### src/rtl/core/ffca_pkg.sv
`timescale 1ns / 1ps

package ffca_pkg;

	localparam int CELLS_DEFAULT = 64;

	localparam int COUNT_W  = 7;
	localparam int START_W  = 6;
	localparam int STATUS_W = 2;
	localparam int GRANT_W  = 6;

	typedef enum logic {
		CMD_ALLOC = 1'b0,
		CMD_FREE  = 1'b1
	} cmd_t;

	typedef enum logic [STATUS_W-1:0] {
		ST_DONE      = 2'd0,
		ST_BAD_COUNT = 2'd1,
		ST_NO_FIT    = 2'd2
	} status_t;

	typedef enum logic [1:0] {
		S_IDLE,
		S_SCAN,
		S_APPLY,
		S_RESP
	} state_t;

	// scan outcome reported by the cell row
	typedef struct packed {
		logic hit;
		logic miss;
	} scan_stat_t;

endpackage

### src/rtl/core/ffca_req_if.sv
`timescale 1ns / 1ps

interface ffca_req_if;
	import ffca_pkg::*;

	logic               valid;
	logic               ready;
	logic               command;
	logic [COUNT_W-1:0] count;
	logic [START_W-1:0] start_cell;

	modport source (output valid, output command, output count, output start_cell,
		input ready);
	modport sink (input valid, input command, input count, input start_cell,
		output ready);

endinterface

### src/rtl/core/ffca_rsp_if.sv
`timescale 1ns / 1ps

interface ffca_rsp_if;
	import ffca_pkg::*;

	logic                valid;
	logic                ready;
	logic [STATUS_W-1:0] status;
	logic [GRANT_W-1:0]  granted_cell;

	modport source (output valid, output status, output granted_cell, input ready);
	modport sink (input valid, input status, input granted_cell, output ready);

endinterface

### src/rtl/core/first_fit_contiguous_allocator.sv
`timescale 1ns / 1ps

// First-fit allocator over CELLS cells held in a chain of one-bit cells. An
// allocate sends a scan wave down the chain, one cell per cycle, carrying the
// current free-run length; the first cell where the run reaches count stops
// it. An allocate that fits passes through the scan, apply and result states;
// a failed one or a bad count skips apply, and a free goes straight to apply.
// The scan wave through the cell chain sets the allocate latency. One
// transaction is in flight at a time; a result waits in the output register.
module first_fit_contiguous_allocator #(
	parameter int CELLS = ffca_pkg::CELLS_DEFAULT
) (
	input  logic       clk,
	input  logic       arst_n,
	ffca_req_if.sink   req,
	ffca_rsp_if.source rsp
);
	import ffca_pkg::*;

	localparam int IW = $clog2(CELLS);
	localparam int AW = (IW + 1 > COUNT_W + 1) ? IW + 1 : COUNT_W + 1;

	state_t state_q, state_nxt;

	logic               cmd_q;
	logic [AW-1:0]      len_q;
	logic [AW-1:0]      lo_q;
	logic [AW-1:0]      lim_q;
	status_t            status_q;
	logic [GRANT_W-1:0] grant_q;
	logic               launch_q;

	logic               rsp_valid_q;
	status_t            rsp_status_q;
	logic [GRANT_W-1:0] rsp_grant_q;

	logic          accept;
	logic          apply;
	logic          set_val;
	logic          rsp_free;
	logic [AW-1:0] req_count;
	logic [AW-1:0] req_start;
	logic          count_bad;
	logic [AW-1:0] hit_end;

	scan_stat_t    scan_stat;
	logic [IW-1:0] hit_idx;

	ffca_row #(
		.CELLS (CELLS),
		.IW    (IW),
		.AW    (AW)
	) u_row (
		.clk     (clk),
		.arst_n  (arst_n),
		.launch  (launch_q),
		.len     (len_q),
		.apply   (apply),
		.set_val (set_val),
		.lo      (lo_q),
		.lim     (lim_q),
		.stat    (scan_stat),
		.hit_idx (hit_idx)
	);

	assign accept    = req.valid && req.ready;
	assign rsp_free  = !rsp_valid_q || rsp.ready;
	assign req_count = AW'(req.count);
	assign req_start = AW'(req.start_cell);
	assign count_bad = (req_count == '0) || (req_count > AW'(CELLS));
	assign hit_end   = AW'(hit_idx) + AW'(1);

	always_comb begin
		state_nxt = state_q;
		case (state_q)
			S_IDLE: begin
				if (accept) begin
					if (req.command == CMD_FREE) begin
						state_nxt = S_APPLY;
					end else if (count_bad) begin
						state_nxt = S_RESP;
					end else begin
						state_nxt = S_SCAN;
					end
				end
			end
			S_SCAN: begin
				if (scan_stat.hit) begin
					state_nxt = S_APPLY;
				end else if (scan_stat.miss) begin
					state_nxt = S_RESP;
				end
			end
			S_APPLY: state_nxt = S_RESP;
			S_RESP: begin
				if (rsp_free) begin
					state_nxt = S_IDLE;
				end
			end
			default: state_nxt = S_IDLE;
		endcase
	end

	always_comb begin
		req.ready = (state_q == S_IDLE);
		apply     = (state_q == S_APPLY);
		set_val   = (cmd_q == CMD_ALLOC);
	end

	always_ff @(posedge clk or negedge arst_n) begin
		if (!arst_n) begin
			state_q     <= S_IDLE;
			launch_q    <= 1'b0;
			rsp_valid_q <= 1'b0;
		end else begin
			state_q  <= state_nxt;
			launch_q <= (state_q == S_IDLE) && accept && (req.command == CMD_ALLOC)
				&& !count_bad;
			if (state_q == S_RESP && rsp_free) begin
				rsp_valid_q <= 1'b1;
			end else if (rsp.ready) begin
				rsp_valid_q <= 1'b0;
			end
		end
	end

	always_ff @(posedge clk) begin
		case (state_q)
			S_IDLE: begin
				if (accept) begin
					cmd_q <= req.command;
					len_q <= req_count;
					if (req.command == CMD_FREE) begin
						lo_q     <= req_start;
						lim_q    <= req_start + req_count;
						status_q <= ST_DONE;
						grant_q  <= req.start_cell;
					end else begin
						status_q <= ST_BAD_COUNT;
						grant_q  <= '0;
					end
				end
			end
			S_SCAN: begin
				if (scan_stat.hit) begin
					lo_q     <= hit_end - len_q;
					lim_q    <= hit_end;
					status_q <= ST_DONE;
					grant_q  <= GRANT_W'(hit_end - len_q);
				end else if (scan_stat.miss) begin
					status_q <= ST_NO_FIT;
					grant_q  <= '0;
				end
			end
			S_RESP: begin
				if (rsp_free) begin
					rsp_status_q <= status_q;
					rsp_grant_q  <= grant_q;
				end
			end
			default: ;
		endcase
	end

	assign rsp.valid        = rsp_valid_q;
	assign rsp.status       = rsp_status_q;
	assign rsp.granted_cell = rsp_grant_q;

	a_hit_miss_excl: assert property (@(posedge clk) disable iff (!arst_n)
		!(scan_stat.hit && scan_stat.miss))
		else $error("scan reported hit and miss together");

	a_scan_only_in_scan: assert property (@(posedge clk) disable iff (!arst_n)
		(scan_stat.hit || scan_stat.miss) |-> state_q == S_SCAN)
		else $error("scan outcome outside of scan state");

	a_launch_in_scan: assert property (@(posedge clk) disable iff (!arst_n)
		launch_q |-> state_q == S_SCAN)
		else $error("scan wave launched outside of scan state");

	a_free_applies: assert property (@(posedge clk) disable iff (!arst_n)
		(accept && req.command == CMD_FREE) |=> state_q == S_APPLY)
		else $error("free transaction did not go to apply");

endmodule

### src/rtl/core/ffca_cell.sv
`timescale 1ns / 1ps

module ffca_cell #(
	parameter int AW  = 8,
	parameter int IDX = 0
) (
	input  logic          clk,
	input  logic          arst_n,
	input  logic          wave_in,
	input  logic [AW-1:0] run_in,
	input  logic [AW-1:0] len,
	input  logic          apply,
	input  logic          set_val,
	input  logic [AW-1:0] lo,
	input  logic [AW-1:0] lim,
	output logic          wave_out,
	output logic [AW-1:0] run_out,
	output logic          hit
);

	localparam logic [AW-1:0] MY_IDX = AW'(IDX);

	logic          used_q;
	logic          wave_q;
	logic          hit_q;
	logic [AW-1:0] run_q;
	logic [AW-1:0] run_nxt;
	logic          hit_now;
	logic          in_range;

	assign run_nxt  = used_q ? '0 : run_in + AW'(1);
	assign hit_now  = wave_in && !used_q && (run_nxt == len);
	assign in_range = (MY_IDX >= lo) && (MY_IDX < lim);

	always_ff @(posedge clk or negedge arst_n) begin
		if (!arst_n) begin
			used_q <= 1'b0;
			wave_q <= 1'b0;
			hit_q  <= 1'b0;
		end else begin
			wave_q <= wave_in && !hit_now;
			hit_q  <= hit_now;
			if (apply && in_range) begin
				used_q <= set_val;
			end
		end
	end

	always_ff @(posedge clk) begin
		run_q <= run_nxt;
	end

	assign wave_out = wave_q;
	assign run_out  = run_q;
	assign hit      = hit_q;

endmodule

### src/rtl/core/ffca_row.sv
`timescale 1ns / 1ps

module ffca_row #(
	parameter int CELLS = 64,
	parameter int IW    = 6,
	parameter int AW    = 8
) (
	input  logic                 clk,
	input  logic                 arst_n,
	input  logic                 launch,
	input  logic [AW-1:0]        len,
	input  logic                 apply,
	input  logic                 set_val,
	input  logic [AW-1:0]        lo,
	input  logic [AW-1:0]        lim,
	output ffca_pkg::scan_stat_t stat,
	output logic [IW-1:0]        hit_idx
);
	import ffca_pkg::*;

	logic          wave [CELLS+1];
	logic [AW-1:0] run  [CELLS+1];
	logic [CELLS-1:0] hit_vec;

	assign wave[0] = launch;
	assign run[0]  = '0;

	for (genvar k = 0; k < CELLS; k++) begin : g_cell
		ffca_cell #(
			.AW  (AW),
			.IDX (k)
		) u_cell (
			.clk      (clk),
			.arst_n   (arst_n),
			.wave_in  (wave[k]),
			.run_in   (run[k]),
			.len      (len),
			.apply    (apply),
			.set_val  (set_val),
			.lo       (lo),
			.lim      (lim),
			.wave_out (wave[k+1]),
			.run_out  (run[k+1]),
			.hit      (hit_vec[k])
		);
	end

	// at most one cell reports a hit per scan
	always_comb begin
		hit_idx = '0;
		for (int k = 0; k < CELLS; k++) begin
			if (hit_vec[k]) begin
				hit_idx = hit_idx | IW'(k);
			end
		end
	end

	assign stat.hit  = |hit_vec;
	assign stat.miss = wave[CELLS];

	// run[CELLS] is the tail of the chain and feeds nothing
	logic [AW-1:0] run_tail_unused;
	assign run_tail_unused = run[CELLS];

endmodule

### src/flat_wrapper.sv
// flat-port wrapper written by rule: the top's interface ports become plain ports
module first_fit_contiguous_allocator_flat import ffca_pkg::*;
#(
	parameter int CELLS = ffca_pkg::CELLS_DEFAULT
)
  (clk, arst_n, req_valid, req_command, req_count, req_start_cell, req_ready, rsp_valid, rsp_status, rsp_granted_cell, rsp_ready);
  ffca_req_if req_i ();
  ffca_rsp_if rsp_i ();
  input  logic clk;
  input  logic arst_n;
  input wire logic [$bits(req_i.valid)-1:0] req_valid;
  input wire logic [$bits(req_i.command)-1:0] req_command;
  input wire logic [$bits(req_i.count)-1:0] req_count;
  input wire logic [$bits(req_i.start_cell)-1:0] req_start_cell;
  output wire logic [$bits(req_i.ready)-1:0] req_ready;
  output wire logic [$bits(rsp_i.valid)-1:0] rsp_valid;
  output wire logic [$bits(rsp_i.status)-1:0] rsp_status;
  output wire logic [$bits(rsp_i.granted_cell)-1:0] rsp_granted_cell;
  input wire logic [$bits(rsp_i.ready)-1:0] rsp_ready;
  assign req_i.valid = req_valid;
  assign req_i.command = req_command;
  assign req_i.count = req_count;
  assign req_i.start_cell = req_start_cell;
  assign req_ready = req_i.ready;
  assign rsp_valid = rsp_i.valid;
  assign rsp_status = rsp_i.status;
  assign rsp_granted_cell = rsp_i.granted_cell;
  assign rsp_i.ready = rsp_ready;
  first_fit_contiguous_allocator #(.CELLS(CELLS)) u_core (.clk(clk), .arst_n(arst_n), .req(req_i), .rsp(rsp_i));
endmodule
### config.mk
export PLATFORM = sky130hd
export DESIGN_NAME = first_fit_contiguous_allocator_flat
export DESIGN_NICKNAME = d
export VERILOG_FILES = /design/src/rtl/core/ffca_pkg.sv /design/src/rtl/core/ffca_req_if.sv /design/src/rtl/core/ffca_rsp_if.sv /design/src/rtl/core/first_fit_contiguous_allocator.sv /design/src/rtl/core/ffca_cell.sv /design/src/rtl/core/ffca_row.sv /design/src/flat_wrapper.sv
export SDC_FILE = /design/constraint.sdc
export NUM_CORES = 2
export LEC_CHECK = 0
export ABC_CLOCK_PERIOD_IN_PS = 4030
export BUFFER_PORTS_ARGS = -buffer_cell sky130_fd_sc_hd__buf_2
export CAP_MARGIN = 20
export CELL_PAD_IN_SITES_DETAIL_PLACEMENT = 0
export CELL_PAD_IN_SITES_GLOBAL_PLACEMENT = 2
export CORE_UTILIZATION = 30
export DETAILED_ROUTE_END_ITERATION = 7
export GPL_ROUTABILITY_DRIVEN = 0
export PLACE_DENSITY_LB_ADDON = 0.1
export SYNTH_ARGS = -nofsm -noshare
export SYNTH_HDL_FRONTEND = slang
export SYNTH_SLANG_ARGS = --single-unit
### constraint.sdc
create_clock -name clk -period 4.03 [get_ports clk]
set_input_delay 1.209 -clock clk [delete_from_list [all_inputs] [get_ports clk]]
set_output_delay 1.209 -clock clk [all_outputs]
set_load 0.005 [all_outputs]
# ---- Word-level counts from Yosys, hierarchy flattened
# Index checks and enable logic that the tools add are counted.
dict set report totals {
  regBits 741
  in_bits 18
  wordCells 1195
}
dict set report op_classes {
  add_sub_neg 66
  n_lt_le_gt_ge 129
  eq_ne 72
  muxes 193
  n_bitwise 2
  n_reduce_logical 467
}
# cell count
set ops {}
lappend ops {{8-bit two-way mux} 79}
lappend ops {{8-bit equality test} 64}
lappend ops {{8-bit by 1-bit adder with 8-bit output (second input constant)} 63}
lappend ops {{1-bit logical AND} 325}
lappend ops {{6-bit two-way mux} 44}
lappend ops {{6-bit by 8-bit greater-or-equal comparator with 1-bit output (first input constant)} 32}
lappend ops {{6-bit by 8-bit < comparator with 1-bit output (first input constant)} 32}
lappend ops {{1-bit logical NOT} 130}
lappend ops {{5-bit by 8-bit greater-or-equal comparator with 1-bit output (first input constant)} 16}
lappend ops {{5-bit by 8-bit < comparator with 1-bit output (first input constant)} 16}
lappend ops {{5-bit two-way mux} 16}
lappend ops {{4-bit by 8-bit greater-or-equal comparator with 1-bit output (first input constant)} 8}
lappend ops {{4-bit by 8-bit < comparator with 1-bit output (first input constant)} 8}
lappend ops {{64-bit OR reduction} 1}
lappend ops {{2-bit two-way mux} 29}
lappend ops {{3-bit by 8-bit greater-or-equal comparator with 1-bit output (first input constant)} 4}
lappend ops {{3-bit by 8-bit < comparator with 1-bit output (first input constant)} 4}
lappend ops {{4-bit two-way mux} 8}
lappend ops {{8-bit one-hot mux with 2 select lines} 2}
lappend ops {{1-bit by 8-bit greater-or-equal comparator with 1-bit output (first input constant)} 2}
lappend ops {{2-bit by 8-bit greater-or-equal comparator with 1-bit output (first input constant)} 2}
lappend ops {{1-bit by 8-bit < comparator with 1-bit output (first input constant)} 2}
lappend ops {{2-bit by 8-bit < comparator with 1-bit output (first input constant)} 2}
lappend ops {{3-bit two-way mux} 4}
lappend ops {{other kinds (21)} 36}

# ---- Depth between registers and ports, before layout
dict set report depth {
  depth_word 68
  depth_mapped 13
  ltp_nobuf 13
}

# ---- Least setup slack after synthesis
# No wires, ideal clock.
dict set report synth_path {
  path_type {flip-flop to flip-flop}
  startpoint {register u_core.u_row.g_cell[63].u_cell.hit_q}
  endpoint {register u_core.grant_q[5] (data pin)}
  arrival_time_ns 2.862
  required_time_ns 3.842
  path_slack_ns 0.980
  path_stages_with_launch 12
  path_buffers 0
  cell_sequence {dfrtp_1 -> nor4_1 -> nand4_1 -> or4_1 -> ha_1 -> ha_1 -> nor2b_1 -> o21ai_0 -> a21oi_1 -> o21a_1 -> o21a_1 -> o41ai_1}
}
dict set report synth_between {
  elab_chain_len 6
}
# element line_no
set synth_rtl {}
lappend synth_rtl {{from (decl)} ffca_cell.sv:25} ;# logic hit_q;
lappend synth_rtl {{from (signal assigned)} ffca_cell.sv:42} ;# hit_q <= hit_now;
lappend synth_rtl {{6-bit two-way mux} ffca_row.sv:52} ;# if (hit_vec[k]) begin
lappend synth_rtl {{6-bit by 1-bit adder with 7-bit output} first_fit_contiguous_allocator.sv:71} ;# assign hit_end = AW'(hit_idx) + AW'(1);
lappend synth_rtl {{8-bit subtractor} -}
lappend synth_rtl {{6-bit two-way mux *} first_fit_contiguous_allocator.sv:145} ;# if (scan_stat.hit) begin
lappend synth_rtl {{6-bit two-way mux *} first_fit_contiguous_allocator.sv:128} ;# case (state_q)
lappend synth_rtl {{6-bit one-hot mux with 2 select lines *} first_fit_contiguous_allocator.sv:128}
lappend synth_rtl {{to (signal assigned)} first_fit_contiguous_allocator.sv:137} ;# grant_q <= req.start_cell;
lappend synth_rtl {{to (signal assigned)} first_fit_contiguous_allocator.sv:149} ;# grant_q <= GRANT_W'(hit_end - len_q);
lappend synth_rtl {{to (decl)} first_fit_contiguous_allocator.sv:30} ;# logic [GRANT_W-1:0] grant_q;
# Mark *: on every way between the ends. The rest lies on a longest branch, timed or not. The select of a mux whose other input is x is not followed.
# A chain may end at the register's enable or synchronous reset.

# ---- Final worst setup path
dict set report layout_path {
  startpoint {register u_core.u_row.g_cell[3].u_cell.hit_q}
  endpoint {register u_core.lo_q[6] (data pin)}
}
dict set report layout_between {
  elab_chain_len 66
}
# element line_no
set layout_rtl {}
lappend layout_rtl {{from (decl)} ffca_cell.sv:25}
lappend layout_rtl {{from (signal assigned)} ffca_cell.sv:42}
lappend layout_rtl {{2-bit two-way mux} ffca_row.sv:52}
lappend layout_rtl {{3-bit two-way mux (4 in series)} ffca_row.sv:52}
lappend layout_rtl {{4-bit two-way mux (8 in series)} ffca_row.sv:52}
lappend layout_rtl {{5-bit two-way mux (16 in series)} ffca_row.sv:52}
lappend layout_rtl {{6-bit two-way mux (32 in series)} ffca_row.sv:52}
lappend layout_rtl {{6-bit by 1-bit adder with 7-bit output} first_fit_contiguous_allocator.sv:71}
lappend layout_rtl {{8-bit subtractor} first_fit_contiguous_allocator.sv:146} ;# lo_q <= hit_end - len_q;
lappend layout_rtl {{8-bit two-way mux} first_fit_contiguous_allocator.sv:145}
lappend layout_rtl {{8-bit two-way mux} first_fit_contiguous_allocator.sv:128}
lappend layout_rtl {{8-bit one-hot mux with 2 select lines} first_fit_contiguous_allocator.sv:128}
lappend layout_rtl {{to (signal assigned)} first_fit_contiguous_allocator.sv:134} ;# lo_q <= req_start;
lappend layout_rtl {{to (signal assigned)} first_fit_contiguous_allocator.sv:146}
lappend layout_rtl {{to (decl)} first_fit_contiguous_allocator.sv:27} ;# logic [AW-1:0] lo_q;
# Every way passes these cells. The select of a mux whose other input is x is not followed.

==> flow_metrics.env <==
export IMPL_status="finished, final reports clean"
export IMPL_postCtsSetupRepairBufs=0
export IMPL_clock_latency_ns=0.67
export IMPL_worstSetupEndpointType="flop"
export IMPL_synth_fp_nets=3829
export IMPL_path_clk_slew_ns=0.06
export IMPL_worstMarginPinSlew_ns=1.00
export IMPL_synth_area_top_cells="dfxtp_1, dfrtp_1, xnor2_1"
export IMPL_rrSetupSlack_ns=0.50
export IMPL_post_route_util_pct=35.0
export IMPL_die_area_mm2=0.117
export IMPL_switching_share_pct=36.6
export IMPL_p_switching_mw=9.66
export IMPL_htreeDepth=3
export IMPL_drc=0
export IMPL_pwr_share_seq_pct=42.2
export IMPL_worstSetupPathType="flop to flop"
export IMPL_dieWidth_um=342
export IMPL_dp_cells=5209
export IMPL_syn_avg_cell_area_um2=9.29
export IMPL_crit_buf_inv=0
export IMPL_synth_most_common_cell="nor2_1"
export IMPL_setup_viol=0
export IMPL_ys_warn_count=0
export IMPL_overflow=0
export IMPL_clock_sinks=712
export IMPL_cts_buffer_depth=3
export IMPL_num_fill_cells=11753
export IMPL_cts_root_buffer="clkbuf_16"
export IMPL_crit_fanout=3
export IMPL_ctsResizeCount=0
export IMPL_num_vias=26345
export IMPL_detail_route_wirelength_um=115000
export IMPL_critPathTopFamily="simple AND/OR/NAND/NOR gates"
export IMPL_slowest_delay_ns=0.60
export IMPL_async_flop_share_pct=27.5
export IMPL_synth_edf_count=40
export IMPL_pin_count=28
export IMPL_drtAntennaViolNets=0
export IMPL_slew_viol_final=0
export IMPL_setup_tns_ns=0
export IMPL_netlist_area_mm2=0.0346
export IMPL_syn_inst=3729
export IMPL_max_freq_mhz=283
export IMPL_grt_pass1_wl_um=174000
export IMPL_floorplan_rows=124
export IMPL_drive_above_1_share_pct=8.54
export IMPL_yosys_top_cells_count="nor2_1, dfxtp_1, xnor2_1"
export IMPL_drv_cap=0
export IMPL_port_buffers=27
export IMPL_start_util_pct=30.3
export IMPL_grt_pass1_vias=26773
export IMPL_arrival_ns=3.94
export IMPL_cts_hold_buf=0
export IMPL_area_growth_syn_to_layout_pct=15.4
export IMPL_p_clk_share_pct=31.5
export IMPL_grt_max_degree=69
export IMPL_synth_top_cell_area_share_pct=27.5
export IMPL_synthFlopType="dfxtp_1"
export IMPL_p_per_area_mw_per_mm2=660
export IMPL_hold_viol_final=0
export IMPL_p_comb_share_pct=26.4
export IMPL_nets=3888
export IMPL_cp_required_ns=4.44
export IMPL_wire_per_inst_um=21.4
export IMPL_dr_pass1_iters=6
export IMPL_ys_seq_area_share_pct=45.1
export IMPL_critical_path_cell_chain="nor4_1 > nand2_1 > or4_1 > ha_1 > xnor2_1 > ha_1 > nor2b_1 > o21ai_0 > a21oi_1 > o21ai_0 > nor3b_1 > nor3_1"
export IMPL_crit_slowest_cell="or4_1"
export IMPL_die_y_um=342
export IMPL_layout_min_cycle_time_ns=3.53
export IMPL_rsz0062_at_grt="no"
export IMPL_p_int_mw=16.7
export IMPL_start_kind="flop"
export IMPL_antenna_found_initial=6
export IMPL_synth_cell_types=79
export IMPL_core_region_area_mm2=0.114
export IMPL_cts_tree="yes"
export IMPL_vias_per_cell=4.90
export IMPL_cts_buffers=89
export IMPL_ys_ff_latch=712
export IMPL_leakagePower_nw=15.0
export IMPL_min_path_type="flop to flop"
export IMPL_vdd_drop_max_mv=0.349
export IMPL_dp_hpwl_um=84100
export IMPL_min_period_over_period_pct=87.7
export IMPL_relSlewSlack_pct=33.3
export IMPL_drtIter0Drc=1406
export IMPL_skew_ns=0.0254
export IMPL_hold_ws_ns=0.422
export IMPL_grtUsageTotal_pct=19.8
export IMPL_yosys_area_top_type="dfxtp_1"
export IMPL_fin_cells=5379
==> worst paths after layout <==
path	cells after the start	end	startpoint
worst max-delay path	12	u_core.lo_q[6]	u_core.u_row.g_cell[3].u_cell.hit
worst min-delay path	0	u_core.rsp.status[1]	u_core.status_q[1]
worst max register to register	12	u_core.lo_q[6]	u_core.u_row.g_cell[3].u_cell.hit
worst min register to register	0	u_core.rsp.status[1]	u_core.status_q[1]
max in group asynchronous	2	u_core.u_row.g_cell[13].u_cell.hit	arst_n
min in group asynchronous	1	u_core.u_row.g_cell[28].u_cell.wave_out	arst_n
==> logic make-up after synthesis <==
kind of cell	Yosys count	share of synthesized area, %
xor+xnor	663	16.9
mux	29	0.867
compound gates	492	9.45
buf+inv	222	2.58
flops	712	45.1
simple gates	1529	22.0
fa+ha+maj	82	3.01
==> placed cells by master, fill, tap and decap left out, types with 13 or more instances in the layout <==
master     instances
nor2b_1           90
a32oi_1           13
and3_1            32
o21a_1            18
o41a_1            30
a31oi_1           26
or4_1             16
ha_1              80
nor2_1           522
buf_2             26
and2_1            17
dfrtp_1          196
xor2_1           239
clkbuf_16         91
and4_1            21
nor4b_1           27
nand4_1           48
or3_1             71
clkbuf_1          18
inv_1             63
dfxtp_1          476
nand2_1          223
o21ai_0          149
edfxtp_1          40
nor4_1            58
nor3_1            62
nand2b_1          15
xnor2_1          420
a21oi_1          104
clkbuf_8          23
nand3_1          237
buf_4             86
mux2i_1           21
clkinv_2          20
==> sequential cells by signal, summed over array words and instances, names as in the netlist <==
| signal | count |
|---|---|
| u_core.len_q | 7 |
| u_core.grant_q | 6 |
| u_core.launch_q | 1 |
| u_core.rsp.granted_cell | 6 |
| u_core.rsp.status | 2 |
| u_core.state_q | 2 |
| u_core.u_row.g_cell.u_cell.run_out | 476 |
| u_core.rsp.valid | 1 |
| u_core.u_row.g_cell.u_cell.wave_out | 64 |
| u_core.u_row.g_cell.u_cell.hit | 64 |
| u_core.lim_q | 8 |
| u_core.status_q | 2 |
| u_core.u_row.g_cell.u_cell.used_q | 64 |
| u_core.lo_q | 8 |
| u_core.cmd_q | 1 |
==> power groups by stage <==
stage | combinational, mW | sequential [mW] | clock (mW)
floorplan | 5.73 | 9.89 | 0
global placement | 7.07 | 11.3 | 0
detailed placement | 6.99 | 11.3 | 0
CTS | 7.06 | 11.1 | 8.56
global route | 7.78 | 11.4 | 8.86
finish | 6.96 | 11.1 | 8.30
==> through the flow <==
stage / setup WS, ns / total power, mW / cell area, µm²
2_1_floorplan: 0.980 / 15.6 / 34600
3_3_place_gp: 0.440 / 18.4 / 36900
3_5_place_dp: 0.520 / 18.3 / 36900
4_1_cts: 0.497 / 26.8 / 40000
5_1_grt: 0.233 / 28.1 / 40000
6_report: 0.496 / 26.4 / 40000
==> cell type report <==
class	instances	area, µm²	share of cell area [%]
Antenna cell	4	10.0	0.0250
Clock buffer	132	2660	6.66
Inverter	68	256	0.641
Sequential cell	712	15600	39.1
Tap cell	1512	1890	4.73
Timing Repair Buffer	122	971	2.43
Multi-Input combinational cell	2795	18100	45.4
Clock inverter	34	425	1.06
==> per-layer routing <==
layer,wire length (µm),up-vias,track usage [%],share of wire (%)
li1,-,13066,-,-
met1,55900,12755,27.3,48
met2,53800,370,32.7,47
met3,3230,154,2.34,2.8
met4,2400,0,4.75,2.1
met5,0,-,0,0
Note: power is estimated with default switching activity, not from simulation.
